[config.mk]
export PLATFORM = sky130hd
export DESIGN_NAME = delta_vlq_address_packer_top
export DESIGN_NICKNAME = d
export VERILOG_FILES = /design/src/rtl/dvap_pkg.sv /design/src/rtl/dvap_front.sv /design/src/rtl/dvap_fifo.sv /design/src/rtl/dvap_back.sv /design/src/rtl/delta_vlq_address_packer_top.sv
export SDC_FILE = /design/constraint.sdc
export NUM_CORES = 1
export LEC_CHECK = 0
export BUFFER_PORTS_ARGS = -buffer_cell sky130_fd_sc_hd__buf_2
export CORE_UTILIZATION = 57
export CTS_BUF_LIST = sky130_fd_sc_hd__clkbuf_8
export DETAILED_ROUTE_END_ITERATION = 10
export GPL_ROUTABILITY_DRIVEN = 0
export PLACE_DENSITY = 0.78
export SYNTH_ARGS = -nofsm -noshare
export SYNTH_HDL_FRONTEND = slang
export SYNTH_HIERARCHICAL = 1
export SYNTH_SLANG_ARGS = --single-unit
[constraint.sdc]
create_clock -name clk -period 5.6 [get_ports clk]
set_input_delay 1.4 -clock clk [delete_from_list [all_inputs] [get_ports clk]]
set_output_delay 1.4 -clock clk [all_outputs]
set_load 0.01 [all_outputs]
[src/rtl/dvap_pkg.sv]
package dvap_pkg;

  localparam int ADDR_BITS_DEFAULT = 32;
  localparam int DELTA_BITS = 32;
  localparam int QUEUE_DEPTH = 2;
  localparam int COUNT_BITS = 3;
  localparam int GROUP_BITS = 7;

  localparam logic [7:0] MORE_FLAG = 8'h80;
  localparam logic [GROUP_BITS-1:0] GROUP_MASK = 7'h7F;

  localparam logic [DELTA_BITS-1:0] NEED5_MASK = 32'hF000_0000;
  localparam logic [DELTA_BITS-1:0] NEED4_MASK = 32'hFFE0_0000;
  localparam logic [DELTA_BITS-1:0] NEED3_MASK = 32'hFFFF_C000;
  localparam logic [DELTA_BITS-1:0] NEED2_MASK = 32'hFFFF_FF80;

  typedef struct packed {
    logic [31:0] address;
    logic        start_table;
  } in_item_t;

  typedef struct packed {
    logic [7:0] code_byte;
    logic       last_byte;
  } out_item_t;

  // One queued delta and the number of code bytes it needs (1 to 5).
  typedef struct packed {
    logic [DELTA_BITS-1:0] delta;
    logic [COUNT_BITS-1:0] nbytes;
  } job_t;

  function automatic logic [COUNT_BITS-1:0] byte_count(input logic [DELTA_BITS-1:0] d);
    logic [COUNT_BITS-1:0] n;
    if ((d & NEED5_MASK) != '0) begin
      n = 3'd5;
    end else if ((d & NEED4_MASK) != '0) begin
      n = 3'd4;
    end else if ((d & NEED3_MASK) != '0) begin
      n = 3'd3;
    end else if ((d & NEED2_MASK) != '0) begin
      n = 3'd2;
    end else begin
      n = 3'd1;
    end
    return n;
  endfunction

  // Group k of the delta, counted from the least significant end.
  function automatic logic [GROUP_BITS-1:0] group_of(input logic [DELTA_BITS-1:0] d,
                                                     input logic [COUNT_BITS-1:0] k);
    logic [GROUP_BITS-1:0] g;
    case (k)
      3'd0:    g = d[6:0];
      3'd1:    g = d[13:7];
      3'd2:    g = d[20:14];
      3'd3:    g = d[27:21];
      default: g = {3'b000, d[31:28]};
    endcase
    return g & GROUP_MASK;
  endfunction

endpackage

[src/rtl/dvap_front.sv]
module dvap_front #(
  parameter int ADDR_BITS = dvap_pkg::ADDR_BITS_DEFAULT
) (
  input  logic              clk,
  input  logic              rst,
  input  logic              in_valid,
  output logic              in_ready,
  input  dvap_pkg::in_item_t in_data,
  output logic              push,
  output dvap_pkg::job_t    push_job,
  input  logic              push_ready
);

  logic [ADDR_BITS-1:0] previous_address;
  logic                 have_base;
  logic [ADDR_BITS-1:0] addr;
  logic [ADDR_BITS-1:0] delta;
  logic [dvap_pkg::DELTA_BITS-1:0] delta_ext;
  logic                 accept;
  logic                 take_base;

  assign in_ready  = push_ready;
  assign accept    = in_valid && in_ready;
  assign addr      = in_data.address[ADDR_BITS-1:0];
  assign delta     = addr - previous_address;
  assign delta_ext = dvap_pkg::DELTA_BITS'(delta);
  assign take_base = in_data.start_table || !have_base;

  assign push            = accept && !take_base && (delta != '0);
  assign push_job.delta  = delta_ext;
  assign push_job.nbytes = dvap_pkg::byte_count(delta_ext);

  always_ff @(posedge clk) begin
    if (rst) begin
      previous_address <= '0;
      have_base        <= 1'b0;
    end else if (accept) begin
      // Repeated addresses leave the state alone; both other cases keep the address.
      if (take_base || delta != '0) begin
        previous_address <= addr;
      end
      have_base <= 1'b1;
    end
  end

`ifndef SYNTH
  a_push_has_base: assert property (@(posedge clk) disable iff (rst)
    push |-> have_base && push_job.delta != '0)
    else $error("delta queued without a base or with zero value");
  a_base_after_accept: assert property (@(posedge clk) disable iff (rst)
    accept |=> have_base)
    else $error("base not taken after an accepted address");
`endif

endmodule

[src/rtl/dvap_fifo.sv]
module dvap_fifo (
  input  logic           clk,
  input  logic           rst,
  input  logic           push,
  input  dvap_pkg::job_t push_job,
  output logic           push_ready,
  input  logic           pop,
  output dvap_pkg::job_t head,
  output logic           head_valid
);

  localparam int PtrBits = (dvap_pkg::QUEUE_DEPTH > 1) ? $clog2(dvap_pkg::QUEUE_DEPTH) : 1;
  localparam int CntBits = $clog2(dvap_pkg::QUEUE_DEPTH + 1);
  localparam logic [PtrBits-1:0] LastPtr = PtrBits'(dvap_pkg::QUEUE_DEPTH - 1);
  localparam logic [CntBits-1:0] Full = CntBits'(dvap_pkg::QUEUE_DEPTH);

  dvap_pkg::job_t       entries [dvap_pkg::QUEUE_DEPTH];
  logic [PtrBits-1:0]   wr_ptr;
  logic [PtrBits-1:0]   rd_ptr;
  logic [CntBits-1:0]   count;
  logic                 do_push;
  logic                 do_pop;

  assign push_ready = (count != Full);
  assign head_valid = (count != '0);
  assign head       = entries[rd_ptr];
  assign do_push    = push && push_ready;
  assign do_pop     = pop && head_valid;

  always_ff @(posedge clk) begin
    if (do_push) begin
      entries[wr_ptr] <= push_job;
    end
  end

  always_ff @(posedge clk) begin
    if (rst) begin
      wr_ptr <= '0;
      rd_ptr <= '0;
      count  <= '0;
    end else begin
      if (do_push) begin
        wr_ptr <= (wr_ptr == LastPtr) ? '0 : wr_ptr + 1'b1;
      end
      if (do_pop) begin
        rd_ptr <= (rd_ptr == LastPtr) ? '0 : rd_ptr + 1'b1;
      end
      if (do_push && !do_pop) begin
        count <= count + 1'b1;
      end else if (do_pop && !do_push) begin
        count <= count - 1'b1;
      end
    end
  end

`ifndef SYNTH
  a_count_bound: assert property (@(posedge clk) disable iff (rst)
    count <= Full)
    else $error("queue count beyond depth");
  a_head_nbytes: assert property (@(posedge clk) disable iff (rst)
    head_valid |-> head.nbytes >= 3'd1 && head.nbytes <= 3'd5)
    else $error("queued job with an impossible byte count");
`endif

endmodule

[src/rtl/dvap_back.sv]
module dvap_back (
  input  logic               clk,
  input  logic               rst,
  input  dvap_pkg::job_t     head,
  input  logic               head_valid,
  output logic               pop,
  output logic               out_valid,
  input  logic               out_ready,
  output dvap_pkg::out_item_t out_data
);

  logic [dvap_pkg::DELTA_BITS-1:0] cur_delta;
  logic [dvap_pkg::COUNT_BITS-1:0] cur_left;
  logic                            slot_free;
  logic                            emit;
  logic [dvap_pkg::DELTA_BITS-1:0] src_delta;
  logic [dvap_pkg::COUNT_BITS-1:0] src_left;
  logic [dvap_pkg::COUNT_BITS-1:0] src_k;
  logic [dvap_pkg::GROUP_BITS-1:0] grp;

  assign slot_free = !out_valid || out_ready;
  assign pop       = slot_free && (cur_left == '0) && head_valid;
  assign emit      = slot_free && ((cur_left != '0) || head_valid);

  // With nothing left of the current delta, the queue head gives its first byte directly.
  assign src_delta = (cur_left != '0) ? cur_delta : head.delta;
  assign src_left  = (cur_left != '0) ? cur_left : head.nbytes;
  assign src_k     = src_left - 1'b1;
  assign grp       = dvap_pkg::group_of(src_delta, src_k);

  always_ff @(posedge clk) begin
    if (rst) begin
      cur_left  <= '0;
      out_valid <= 1'b0;
    end else begin
      if (emit) begin
        cur_left  <= src_k;
        out_valid <= 1'b1;
      end else if (out_ready) begin
        out_valid <= 1'b0;
      end
    end
  end

  always_ff @(posedge clk) begin
    if (pop) begin
      cur_delta <= head.delta;
    end
    if (emit) begin
      out_data.code_byte <= (src_k != '0) ? (dvap_pkg::MORE_FLAG | 8'(grp)) : 8'(grp);
      out_data.last_byte <= (src_k == '0);
    end
  end

`ifndef SYNTH
  a_flag_matches_last: assert property (@(posedge clk) disable iff (rst)
    out_valid |-> (out_data.last_byte == !out_data.code_byte[7]))
    else $error("continuation flag disagrees with last byte");
  a_left_bound: assert property (@(posedge clk) disable iff (rst)
    cur_left <= 3'd4)
    else $error("more than five bytes for one delta");
  a_no_pop_mid_delta: assert property (@(posedge clk) disable iff (rst)
    (cur_left != '0) |-> !pop)
    else $error("queue popped while a delta is still being sent");
`endif

endmodule

[src/rtl/delta_vlq_address_packer_top.sv]
// Delta packer for sorted code addresses. Each accepted address is either taken as
// a table base (start_table set, or no base yet), dropped as a repeat, or turned into
// its difference from the previous kept address, sent as 1 to 5 big-endian 7-bit
// code bytes, with bit 7 set on all but the last. Input takes one address per cycle
// while the two-entry delta queue has room; the byte serializer at the output sends
// one code byte per cycle while out_ready allows, and bases and repeats send no
// code bytes. A delta's first byte is registered twice, in a queue entry and then
// in the output register, before it appears at the output.
module delta_vlq_address_packer_top #(
  parameter int ADDR_BITS = dvap_pkg::ADDR_BITS_DEFAULT
) (
  input  logic                clk,
  input  logic                rst,
  input  logic                in_valid,
  output logic                in_ready,
  input  dvap_pkg::in_item_t  in_data,
  output logic                out_valid,
  input  logic                out_ready,
  output dvap_pkg::out_item_t out_data
);

  logic           push;
  logic           push_ready;
  dvap_pkg::job_t push_job;
  logic           pop;
  logic           head_valid;
  dvap_pkg::job_t head;

  dvap_front #(
    .ADDR_BITS(ADDR_BITS)
  ) u_front (
    .clk       (clk),
    .rst       (rst),
    .in_valid  (in_valid),
    .in_ready  (in_ready),
    .in_data   (in_data),
    .push      (push),
    .push_job  (push_job),
    .push_ready(push_ready)
  );

  dvap_fifo u_fifo (
    .clk       (clk),
    .rst       (rst),
    .push      (push),
    .push_job  (push_job),
    .push_ready(push_ready),
    .pop       (pop),
    .head      (head),
    .head_valid(head_valid)
  );

  dvap_back u_back (
    .clk       (clk),
    .rst       (rst),
    .head      (head),
    .head_valid(head_valid),
    .pop       (pop),
    .out_valid (out_valid),
    .out_ready (out_ready),
    .out_data  (out_data)
  );

endmodule
* After elaboration in Yosys (flattened, before gate mapping) *
Memories as Yosys holds them, arrays and structs flattened. A register that Yosys moved wholly into a read port is not among the register bits.
Cells that the tools add are included.

word-level totals
  bits in registers = 82
  memory bits (writable) = 70
  bits of input ports = 37
  logic and storage cells = 71
  memories = 1

cells by class
  add/subtract/negate cells = 6
  equal/unequal tests = 4
  muxes and demuxes = 18
  reduce and logical (&&, ||, !) cells = 32

memories
  name            depth  bits a word  read ports  clocked after Yosys merged registers in  write ports  line             text
  u_fifo.entries  2      35           1           1                                        1            dvap_fifo.sv:17  dvap_pkg::job_t entries [dvap_pkg::QUEUE_DEPTH];

operators with widths
  operator                                          number
  nonzero test 32 bit                               5
  two-way mux 32 bit                                1
  subtractor 32 bit                                 1
  case mux 7 bit (4 select lines)                   1
  two-way mux 3 bit                                 4
  logical AND 1 bit                                 10
  two-way mux 1 bit                                 8
  two-way mux 8 bit                                 1
  == test 3 x 2 -> 1 bit, second input constant     2
  logical NOT 3 bit                                 2
  two-way mux 2 bit                                 3
  nonzero test 2 bit                                3
  nonzero test 3 bit                                2
  logical NOT 1 bit                                 5
  logical OR 1 bit                                  4
  == test 3 x 1 -> 1 bit, second input constant     1
  subtractor 3 x 1 -> 3 bit, second input constant  1
  adder 1 bit, second input constant                2
  adder 2 x 1 -> 2 bit, second input constant       1
  != test 2 bit, second input constant              1
  AND reduction 2 bit                               1
  subtractor 2 x 1 -> 2 bit, second input constant  1

* Depth between registers and ports, before layout *
Gate-level depths: netlist of run 1.

  depth in word-level cells = 10
  gate-level depth with buffers = 17
  depth with buffers taken out = 17

* Hierarchy *
Netlist of run 1, hierarchy kept.

modules (own cells, without submodules)
  module      instances  cells an instance  area each (sq um)  sequential area each (sq um)
  dvap_front  1          461                3,570.9            660.6
  dvap_fifo   1          133                2,738.9            2,202.1
  dvap_back   1          170                2,142.1            1,311.3

* Least setup slack after synthesis of run 1 *
Ideal clock, no wire load.

  path kind = input to register
  start = input port in_data[1] in the netlist's numbering
  end = register u_fifo.count[1]
  library setup time = 0.070 ns
  arrival time = 5.247 ns
  required time = 5.530 ns
  slack = 0.283 ns
  cell stages on the path = 16
  path buffers = 0
  path through = inv_1 -> ha_1 -> fa_1 -> nor2b_1 -> o2111ai_2 -> a21oi_2 -> a31oi_4 -> xnor2_1 -> or4_1 -> or4_4 -> nor4_4 -> a31oi_1 -> and2_1 -> ha_1 -> or3_1 -> a21oi_1

RTL lines
  item                    line                                text
  start: declaration      delta_vlq_address_packer_top.sv:16  input dvap_pkg::in_item_t in_data,
  end signal: assignment  dvap_fifo.sv:49                     count <= count + 1'b1;
  end signal: assignment  dvap_fifo.sv:51                     count <= count - 1'b1;
  end: declaration        dvap_fifo.sv:20                     logic [CntBits-1:0] count;

* Worst setup path after layout of run 1 *
  start = input port in_data[1] in the netlist's numbering
  end = register u_fifo.count[1]

between the ends
  cells in the longest elaborated chain, start to end = 7
  elaborated cells between the ends (all ways) = 9
  those cells by class = 1 x add/sub; 1 x mux; 7 x reduce/logical

ends and longest elaborated chain
  item                          line                                text
  subtractor 32 bit (*)         dvap_front.sv:25                    assign delta = addr - previous_address;
  nonzero test 32 bit (*)       dvap_front.sv:29                    assign push = accept && !take_base && (delta != '0);
  logical AND 1 bit (*)         dvap_front.sv:29
  via push                      delta_vlq_address_packer_top.sv:22  logic push;
  logical AND 1 bit (*)         dvap_fifo.sv:27                     assign do_push = push && push_ready;
  via u_fifo.do_push            dvap_fifo.sv:21                     logic do_push;
  logical NOT 1 bit             dvap_fifo.sv:50                     end else if (do_pop && !do_push) begin
  logical AND 1 bit             dvap_fifo.sv:50
  nonzero test 2 bit (no line)  --

The timed path passes the listed nets; every way through them passes the cells marked *.
A chain may end at the register's enable or synchronous reset.

==> results of run 1 <==
## path summary, 6_finish.rpt
path	depth (start not counted)	slack, ps	endpoint	startpoint
min reg2reg	2	470	u_front/have_base	u_front/have_base
max	18	320	u_fifo/count[1]	in_data[1]
min	2	470	u_front/have_base	u_front/have_base
max reg2reg	16	1060	u_fifo/count[1]	u_front/previous_address[0]
## final cells by class
type	count	area (um2)	share of cell area
timing repair buffer	62	385.4	0.04152
clock buffer	17	234.0	0.02521
tap	184	230.2	0.02480
clock inverter	15	176.4	0.01901
inverter	50	187.7	0.02022
multi-input combinational	525	3894	0.4195
sequential	153	4174	0.4497
## worst min-delay path, cell delays in order (launching register included)
cell	delay (ps)
dfxtp_1	330
a21oi_1	40
nor2_1	70
## state kept, by name, indices dropped and copies added (netlist names), named ones only
| register | flops |
|---|---|
| u_fifo/rd_ptr | 1 |
| u_back/cur_delta | 32 |
| u_back/cur_left | 3 |
| u_front/have_base | 1 |
| u_front/previous_address | 32 |
| u_fifo/entries | 70 |
| u_back/out_valid | 1 |
| u_fifo/wr_ptr | 1 |
| u_back/out_data | 9 |
| u_fifo/count | 2 |
## logic make-up (layout without fill, tap and decap cells)
| group | count (synthesis) | after routing |
|---|---|---|
| and+or+nand+nor | 229 | 229 |
| buffers and inverters | 86 | 144 |
| DFF | 153 | 153 |
| muxes | 89 | 89 |
| adders and majority gates | 34 | 34 |
| AOI/OAI and AO/OA | 143 | 143 |
| xor gates and xnor gates | 30 | 30 |
## cell usage after synthesis, types with 6 or more instances
master | number | area [um2]
a21o_1 | 8 | 60.06
a21oi_1 | 36 | 180.2
a31oi_1 | 7 | 43.79
buf_2 | 7 | 35.03
buf_6 | 6 | 67.56
clkbuf_1 | 21 | 78.83
dfxtp_1 | 42 | 840.8
edfxtp_1 | 111 | 3333
ha_1 | 33 | 412.9
inv_1 | 50 | 187.7
mux2_2 | 36 | 405.4
mux2i_1 | 53 | 530.5
nand2_1 | 57 | 214.0
nand2b_1 | 67 | 419.2
nand3_1 | 9 | 45.04
nand4_1 | 10 | 62.56
nor2_1 | 30 | 112.6
nor2b_1 | 7 | 43.79
nor3_1 | 13 | 65.06
o21a_1 | 9 | 67.56
o21ai_0 | 23 | 115.1
o221ai_1 | 7 | 61.31
xnor2_1 | 19 | 166.4
xor2_1 | 11 | 96.34
## placed cells by master (no fill, tap or decap), types with 5 or more instances in the layout
cell type  instances
edfxtp_1         111
nand2b_1          67
nand2_1           57
mux2i_1           53
inv_1             50
buf_2             47
dfxtp_1           42
a21oi_1           36
mux2_2            36
ha_1              33
nor2_1            30
o21ai_0           23
xnor2_1           19
clkbuf_8          17
nor3_1            13
buf_4             12
xor2_1            11
nand4_1           10
nand3_1            9
o21a_1             9
inv_6              8
a21o_1             8
nor2b_1            7
o221ai_1           7
a31oi_1            7
or3_1              5
a211o_1            5
or2_2              5
## power groups by stage
stage / clock network [mW] / registers [mW] / logic [mW]
after detailed placement: 0 / 1.47 / 0.979
final: 0.875 / 1.45 / 0.994
after global placement: 0 / 1.47 / 0.948
after global routing: 0.937 / 1.46 / 1.09
after CTS: 0.892 / 1.45 / 0.984
after floorplan: 0 / 1.46 / 0.747
## per-layer routing
metal | part of all wire | wire [um]
met5 | 0 | 0
met4 | 0.036 | 614
met3 | 0.036 | 616
met2 | 0.47 | 8004
met1 | 0.46 | 7958
==> summary.md, run 1 <==
| Metric | Value |
|---|---|
| TritonCTS Buffers | 17 |
| Worst-skew pair later-pin latency | 460 ps |
| Cell Pwr Density | 357.3 mW/mm2 |
| Status | finished, final reports clean |
| Synthesized area per cell | 11.06 um2 |
| Crit path buf inv count | 3 |
| Worst VDD drop | 0.1667 mV |
| Mapped Area | approximately 0.0085 mm2 |
| Worst hold slack | 466.1 ps |
| Worst-Margin Slew | 1134 ps |
| Sw Share | 0.3369 |
| Final setup fails | 0 |
| Worst Setup Start Kind | input pin |
| Largest net degree at the start of global routing | 75 |
| Fillers | 1130 |
| Vias per cell | ~5.9 |
| Top FF cell, synth | edfxtp_1 |
| Post-synthesis adder-cell area fraction | 0.05122 |
| Total Power | 3.316 mW |
| Slowest stage delay, CP | 710 ps |
| Fin cells | 1006 |
| Placed cell areas | 0.008871 mm2 |
| Cell count after placement | 974 |
| Die Wd | 123.8 um |
| PostCTS Resize Cnt | 0 |
| Die height | roughly 120 um |
| Worst Path Required | 5980 ps |
| Maximum clock frequency | ~190 MHz |
| Static Leak | 3.509 nW |
| Tcrit/Tclk final | 0.9421 |
| Pint | 2.199 mW |
| Ys Warns | 6 |
| Worst EP arrival | 5660 ps |
| DRC violations left | 0 |
| I/O pins | 48 |
| Postcts setup bufs | 0 |
| WL final | 17190 um |
| Setup ws final | 324.0 ps |
| First-pass GRT wire length | 28030 um |
| Combinational share of power | 0.300 |
| Max-slew violations | 0 |
| GR peak layer | met2 |
| Minimum clock period | roughly 5300 ps |
| Worst min-delay path category | reg2reg |
| CTS tree | built |
| Power share of the clock group | 0.264 |
| Core Rows | 44 |
| Remaining Overflow, GRT | 0 |
| Synth Area in Simple Gates | 0.1479 |
| Initial antenna violation count | 0 |
| Net Count, Synth | between 800 and 900 |
| Fin area | 0.009281 mm2 |
| Flops & latches, synth | 153 |
| Synth cell types | 70 |
| Routed Antenna Nets | 0 |
| Crit path cell chain | buf_2 > inv_1 > ha_1 > fa_1 > nor2b_1 > o2111ai_2 > a2111oi_0 > buf_4 > or2_2 > a21oi_1 > xor2_1 > nand4_1 > nor4_4 > a31oi_1 > and2_1 > ha_1 > or3_1 > a21oi_1 |
| Layout cells sized above 1 | 0.1837 |
| Core area | roughly 0.014 mm2 |
| Clk root buf | clkbuf_8 |
| Crit end category | flop |
| Clk_skew | 11.44 ps |
| Vias | 5897 |
| Worst-case clock buffer depth | 2 |
| Complex-gate fraction of the synthesized area | 0.1198 |
| Register area share after synthesis | 0.4939 |
| Clock sink count | roughly 150 |
| Crit-path max FO | 4 |
| Main combinational cell family by area after synthesis | simple AND/OR/NAND/NOR gates |
| Met1 usage | 0.3145 |
| Post-synth ARST share | 0 |
| Max transition margin | 0.2423 |
| Sequential power share | 0.437 |
| I/O Buffers | 47 |
| Post-layout util | 0.6410 |
| Gate Count Post-Synth | 764 |
| Max cap viols | 0 |
| Wire per inst | around 17 um |
| Post-synth EDFFs | around 110 |
| Ant. Diodes | 0 |
| Nets | 880 |
| Mux cell area share after synthesis | 0.1107 |
| Cell family with most CP delay | simple AND/OR/NAND/NOR gates |
| Dpl ws | -68.68 ps |
| Unrepaired setup endpoints after global routing | false |
| Number of global-route vias before repair | ~5800 |
| # hold bufs at CTS | 0 |
| M3 GR Usage | 0.04350 |
| 1st-iter DRT viols | 566 |
| Full die area | 0.01532 mm2 |
| Setup TNS | 0 ps |
| GR Util All Layers | 0.2415 |
| Clk slew on worst S/H paths | 90 ps |
| XOR/XNOR Fraction of Synth Area | 0.03109 |
| Worst setup path class | in2reg |
| Synth-to-layout area growth | 9.815% |
| Hpwl dp | 12360 um |
| Switching power | around 1.1 mW |
| Met2 Track Usage GR | 0.3826 |
| H-tree depth | 4 |
| Drt first pass iters | 5 |
| Initial Utilization | 0.5837 |
| Critical path's slowest cell | a2111oi_0 |
| Fin. Hold Viols | 0 |
No activity file was read; power rests on OpenSTA's default activity.
==> run 2: changes to the inputs <==
--- a/config.mk
+++ b/config.mk
@@ -11,7 +11,7 @@
 export DETAILED_ROUTE_END_ITERATION = 10
 export GPL_ROUTABILITY_DRIVEN = 0
 export PLACE_DENSITY = 0.78
+export RECOVER_POWER = 25
 export SYNTH_ARGS = -nofsm -noshare
 export SYNTH_HDL_FRONTEND = slang
-export SYNTH_HIERARCHICAL = 1
 export SYNTH_SLANG_ARGS = --single-unit
==> constraint.sdc (replaced) <==
create_clock -name clk -period 4.4 [get_ports clk]
set_input_delay 1.1 -clock clk [delete_from_list [all_inputs] [get_ports clk]]
set_output_delay 1.1 -clock clk [all_outputs]
set_load 0.01 [all_outputs]
==> summary.md, run 2 <==
| Metric | Value |
|---|---|
| Synthesized area per cell | 10.88 um2 |
| Dpl ws | -470.0 ps |
| Power share of the clock group | 0.176 |
| Routed Antenna Nets | 0 |
| Crit path from | in_data[1] |
| Gate Count Post-Synth | 784 |
| Max transition margin | 0.2046 |
| CTS tree | built |
| Yosys top cell area share | 0.3909 |
| Cell count after placement | ~1100 |
| Clk root buf | clkbuf_8 |
| Layout cells sized above 1 | 0.3162 |
| Most common cell after layout, fill and taps aside | buf_4 |
| Flops & latches, synth | 153 |
| Drt first pass iters | 5 |
| I/O pins | 48 |
| H-tree depth | 4 |
| Nets | 1036 |
| Ys Warns | 0 |
| Remaining Overflow, GRT | 0 |
| Crit path cell chain | buf_6 > inv_2 > ha_4 > fa_2 > nor2b_4 > o2111ai_4 > buf_6 > a21bo_4 > a21oi_2 > nor4_2 > nor4_1 > or4b_4 > nor3b_4 > a21oi_4 > ha_4 > xor2_2 > or3_1 > a21oi_1 |
| Initial antenna violation count | 0 |
| Synth top area cells | edfxtp_1, dfxtp_1, mux2i_1 |
| Worst setup path class | in2reg |
| Most frequent cells in the layout | buf_4, edfxtp_1, nand2b_1 |
| 1st-iter DRT viols | 500 |
| GR Util All Layers | 0.2620 |
| Worst VDD drop | about 0.41 mV |
| Max reg flops | 70 |
| Switching power | 2.246 mW |
| Register area share after synthesis | 0.4895 |
| Worst Path Required | 4780 ps |
| Clk slew on worst S/H paths | 80 ps |
| Core area | around 0.015 mm2 |
| Fin cells | 1158 |
| Die height | 124.3 um |
| Static Leak | around 4.2 nW |
| Fin area | 0.01067 mm2 |
| Status | finished, final reports clean |
| Sw Share | 0.3732 |
| Die Wd | 124.3 um |
| TritonCTS Buffers | 17 |
| Vias per cell | 5.787 |
| Worst-case clock buffer depth | 2 |
| Top FF cell, synth | edfxtp_1 |
| Vias | 6701 |
| Hpwl dp | 14260 um |
| Wire per inst | 17.34 um |
| Final setup fails | 0 |
| Mapped Area | 0.008527 mm2 |
| Largest regs | u_fifo.entries x70, u_back.cur_delta x32, u_front.previous_address x32 |
| Worst Min Path Start | u_front.have_base |
| Max-slew violations | 0 |
| Combinational share of power | 0.475 |
| Synth cell types | 74 |
| I/O Buffers | 47 |
| Post-synth EDFFs | 111 |
| Number of global-route vias before repair | ~6700 |
| Setup ws final | 4.488 ps |
| Pint | 3.772 mW |
| Worst EP arrival | 4780 ps |
| Multi-input logic area | 0.004368 mm2 |
| Slowest stage delay, CP | about 530 ps |
| Synth-to-layout area growth | 25.14% |
| First-pass GRT wire length | 32370 um |
| Worst min-delay path category | reg2reg |
| Fin. Hold Viols | 0 |
| Register area | 0.004174 mm2 |
| Initial Utilization | 0.5845 |
| Post-synth ARST share | 0 |
| Placed cell areas | about 0.01 mm2 |
| Cell with the most instances after synthesis | edfxtp_1 |
| Top reg by flops | u_fifo.entries |
| Sequential power share | 0.350 |
| Leading area contributor after synthesis | edfxtp_1 |
| Critical path's slowest cell | or4b_4 |
| Fillers | 996 |
| Crit end category | flop |
| Minimum clock period | 4396 ps |
| Largest net degree at the start of global routing | 76 |
| # hold bufs at CTS | 0 |
| Worst Setup Start Kind | input pin |
| Clock sink count | 153 |
| Crit-path max FO | 4 |
| Maximum clock frequency | 227.5 MHz |
| DRC violations left | 0 |
| Core Rows | 44 |
| Ant. Diodes | 0 |
| Clk_skew | between 10 and 15 ps |
| Worst-skew pair later-pin latency | 460 ps |
| Full die area | 0.01545 mm2 |
| Cell Pwr Density | around 560 mW/mm2 |
| Net Count, Synth | 859 |
| Tcrit/Tclk final | 0.9990 |
| Total Power | 6.018 mW |
| Reg2reg start | u_front.previous_address[1] |
| Worst-Margin Slew | approximately 1200 ps |
| Setup TNS | 0 ps |
| Most instantiated cells after synthesis | edfxtp_1, nand2b_1, nand2_1 |
| WL final | 20080 um |
| Max cap viols | 0 |
## run 2: changes by cell type in the layout (fill, tap and decap cells not counted), moves of 6 or more
| cell | delta |
|---|---|
| ha_4 | +9 |
| ha_1 | -6 |
| nor2_1 | +19 |
| o21ai_0 | -10 |
| a21o_1 | +10 |
| buf_4 | +126 |
| inv_1 | -6 |
| o21a_1 | -6 |
| a21oi_1 | -8 |
| o32ai_1 | +9 |
| xnor2_1 | -10 |
| nand2_1 | -6 |
## run 2: per-layer routing
metal,wire [um],up-vias,global-route usage
met3,817,46,0.04381
met2,10120,208,0.4576
met5,0,-,0
li1,-,3229,-
met4,581,0,0.1035
met1,8562,3218,0.3222
## run 2: layout make-up
cell class                      count  area share
Multi-Input combinational cell    557      0.4094
Sequential cell                   153      0.3912
Timing Repair Buffer              189      0.1264
Clock buffer                       19     0.02451
Tap cell                          184     0.02158
Inverter                           43     0.01513
Clock inverter                     13     0.01184
## run 2: worst max-delay path: cells and delay by family
| family | cells | cell delay [ps] |
|---|---|---|
| xor+xnor | 1 | 140 |
| simple gates | 6 | 1690 |
| fa+ha+maj | 3 | 770 |
| compound gates | 5 | 830 |
| buf+inv | 3 | 260 |
## run 2: kinds of logic (layout without fill, tap and decap cells)
group / after synthesis / after routing / synth area share
XOR/XNOR: 22 / 22 / 0.02260
AO/OA/AOI/OAI: 149 / 149 / 0.1233
adder cells (fa/ha/maj): 38 / 38 / 0.05664
flip-flops: 153 / 153 / 0.4895
buffers and inverters: 75 / 264 / 0.03742
AND/OR/NAND/NOR: 260 / 261 / 0.1632
multiplexers: 87 / 87 / 0.1074
## run 2: power by group through the flow
stage / combinational, mW / clock, mW / sequential [mW]
2_1_floorplan: 1.77 / 0 / 2.12
3_3_place_gp: 2.63 / 0 / 2.11
3_5_place_dp: 2.73 / 0 / 2.13
4_1_cts: 2.76 / 1.07 / 2.10
5_1_grt: 3.10 / 1.13 / 2.13
6_report: 2.86 / 1.06 / 2.10
## run 2: final timing paths
path                                     endpoint  slack (ps)  cells past startpoint
worst max-delay path              u_fifo.count[1]           4                     18
worst min-delay path            u_front.have_base         470                      2
worst max register to register    u_fifo.count[1]         370                     16
worst min register to register  u_front.have_base         470                      2
## run 2: per-stage QoR
stage / hold WS [ps] / utilization
3_5_place_dp: 461.5 / 0.6888
2_1_floorplan: 429.0 / -
3_3_place_gp: 441.8 / 0.6888
6_report: 471.7 / 0.7314
4_1_cts: 479.8 / 0.7154
5_1_grt: 493.8 / 0.7314
## run 2: what timing repair did
| item | 4_1_cts | 5_1_grt |
|---|---|---|
| gates resized for setup | 0 | 36 |
| hold endpoints to repair | 0 | 0 |
| setup endpoints to repair | 0 | 36 |
| buffers inserted | 0 | 7 |
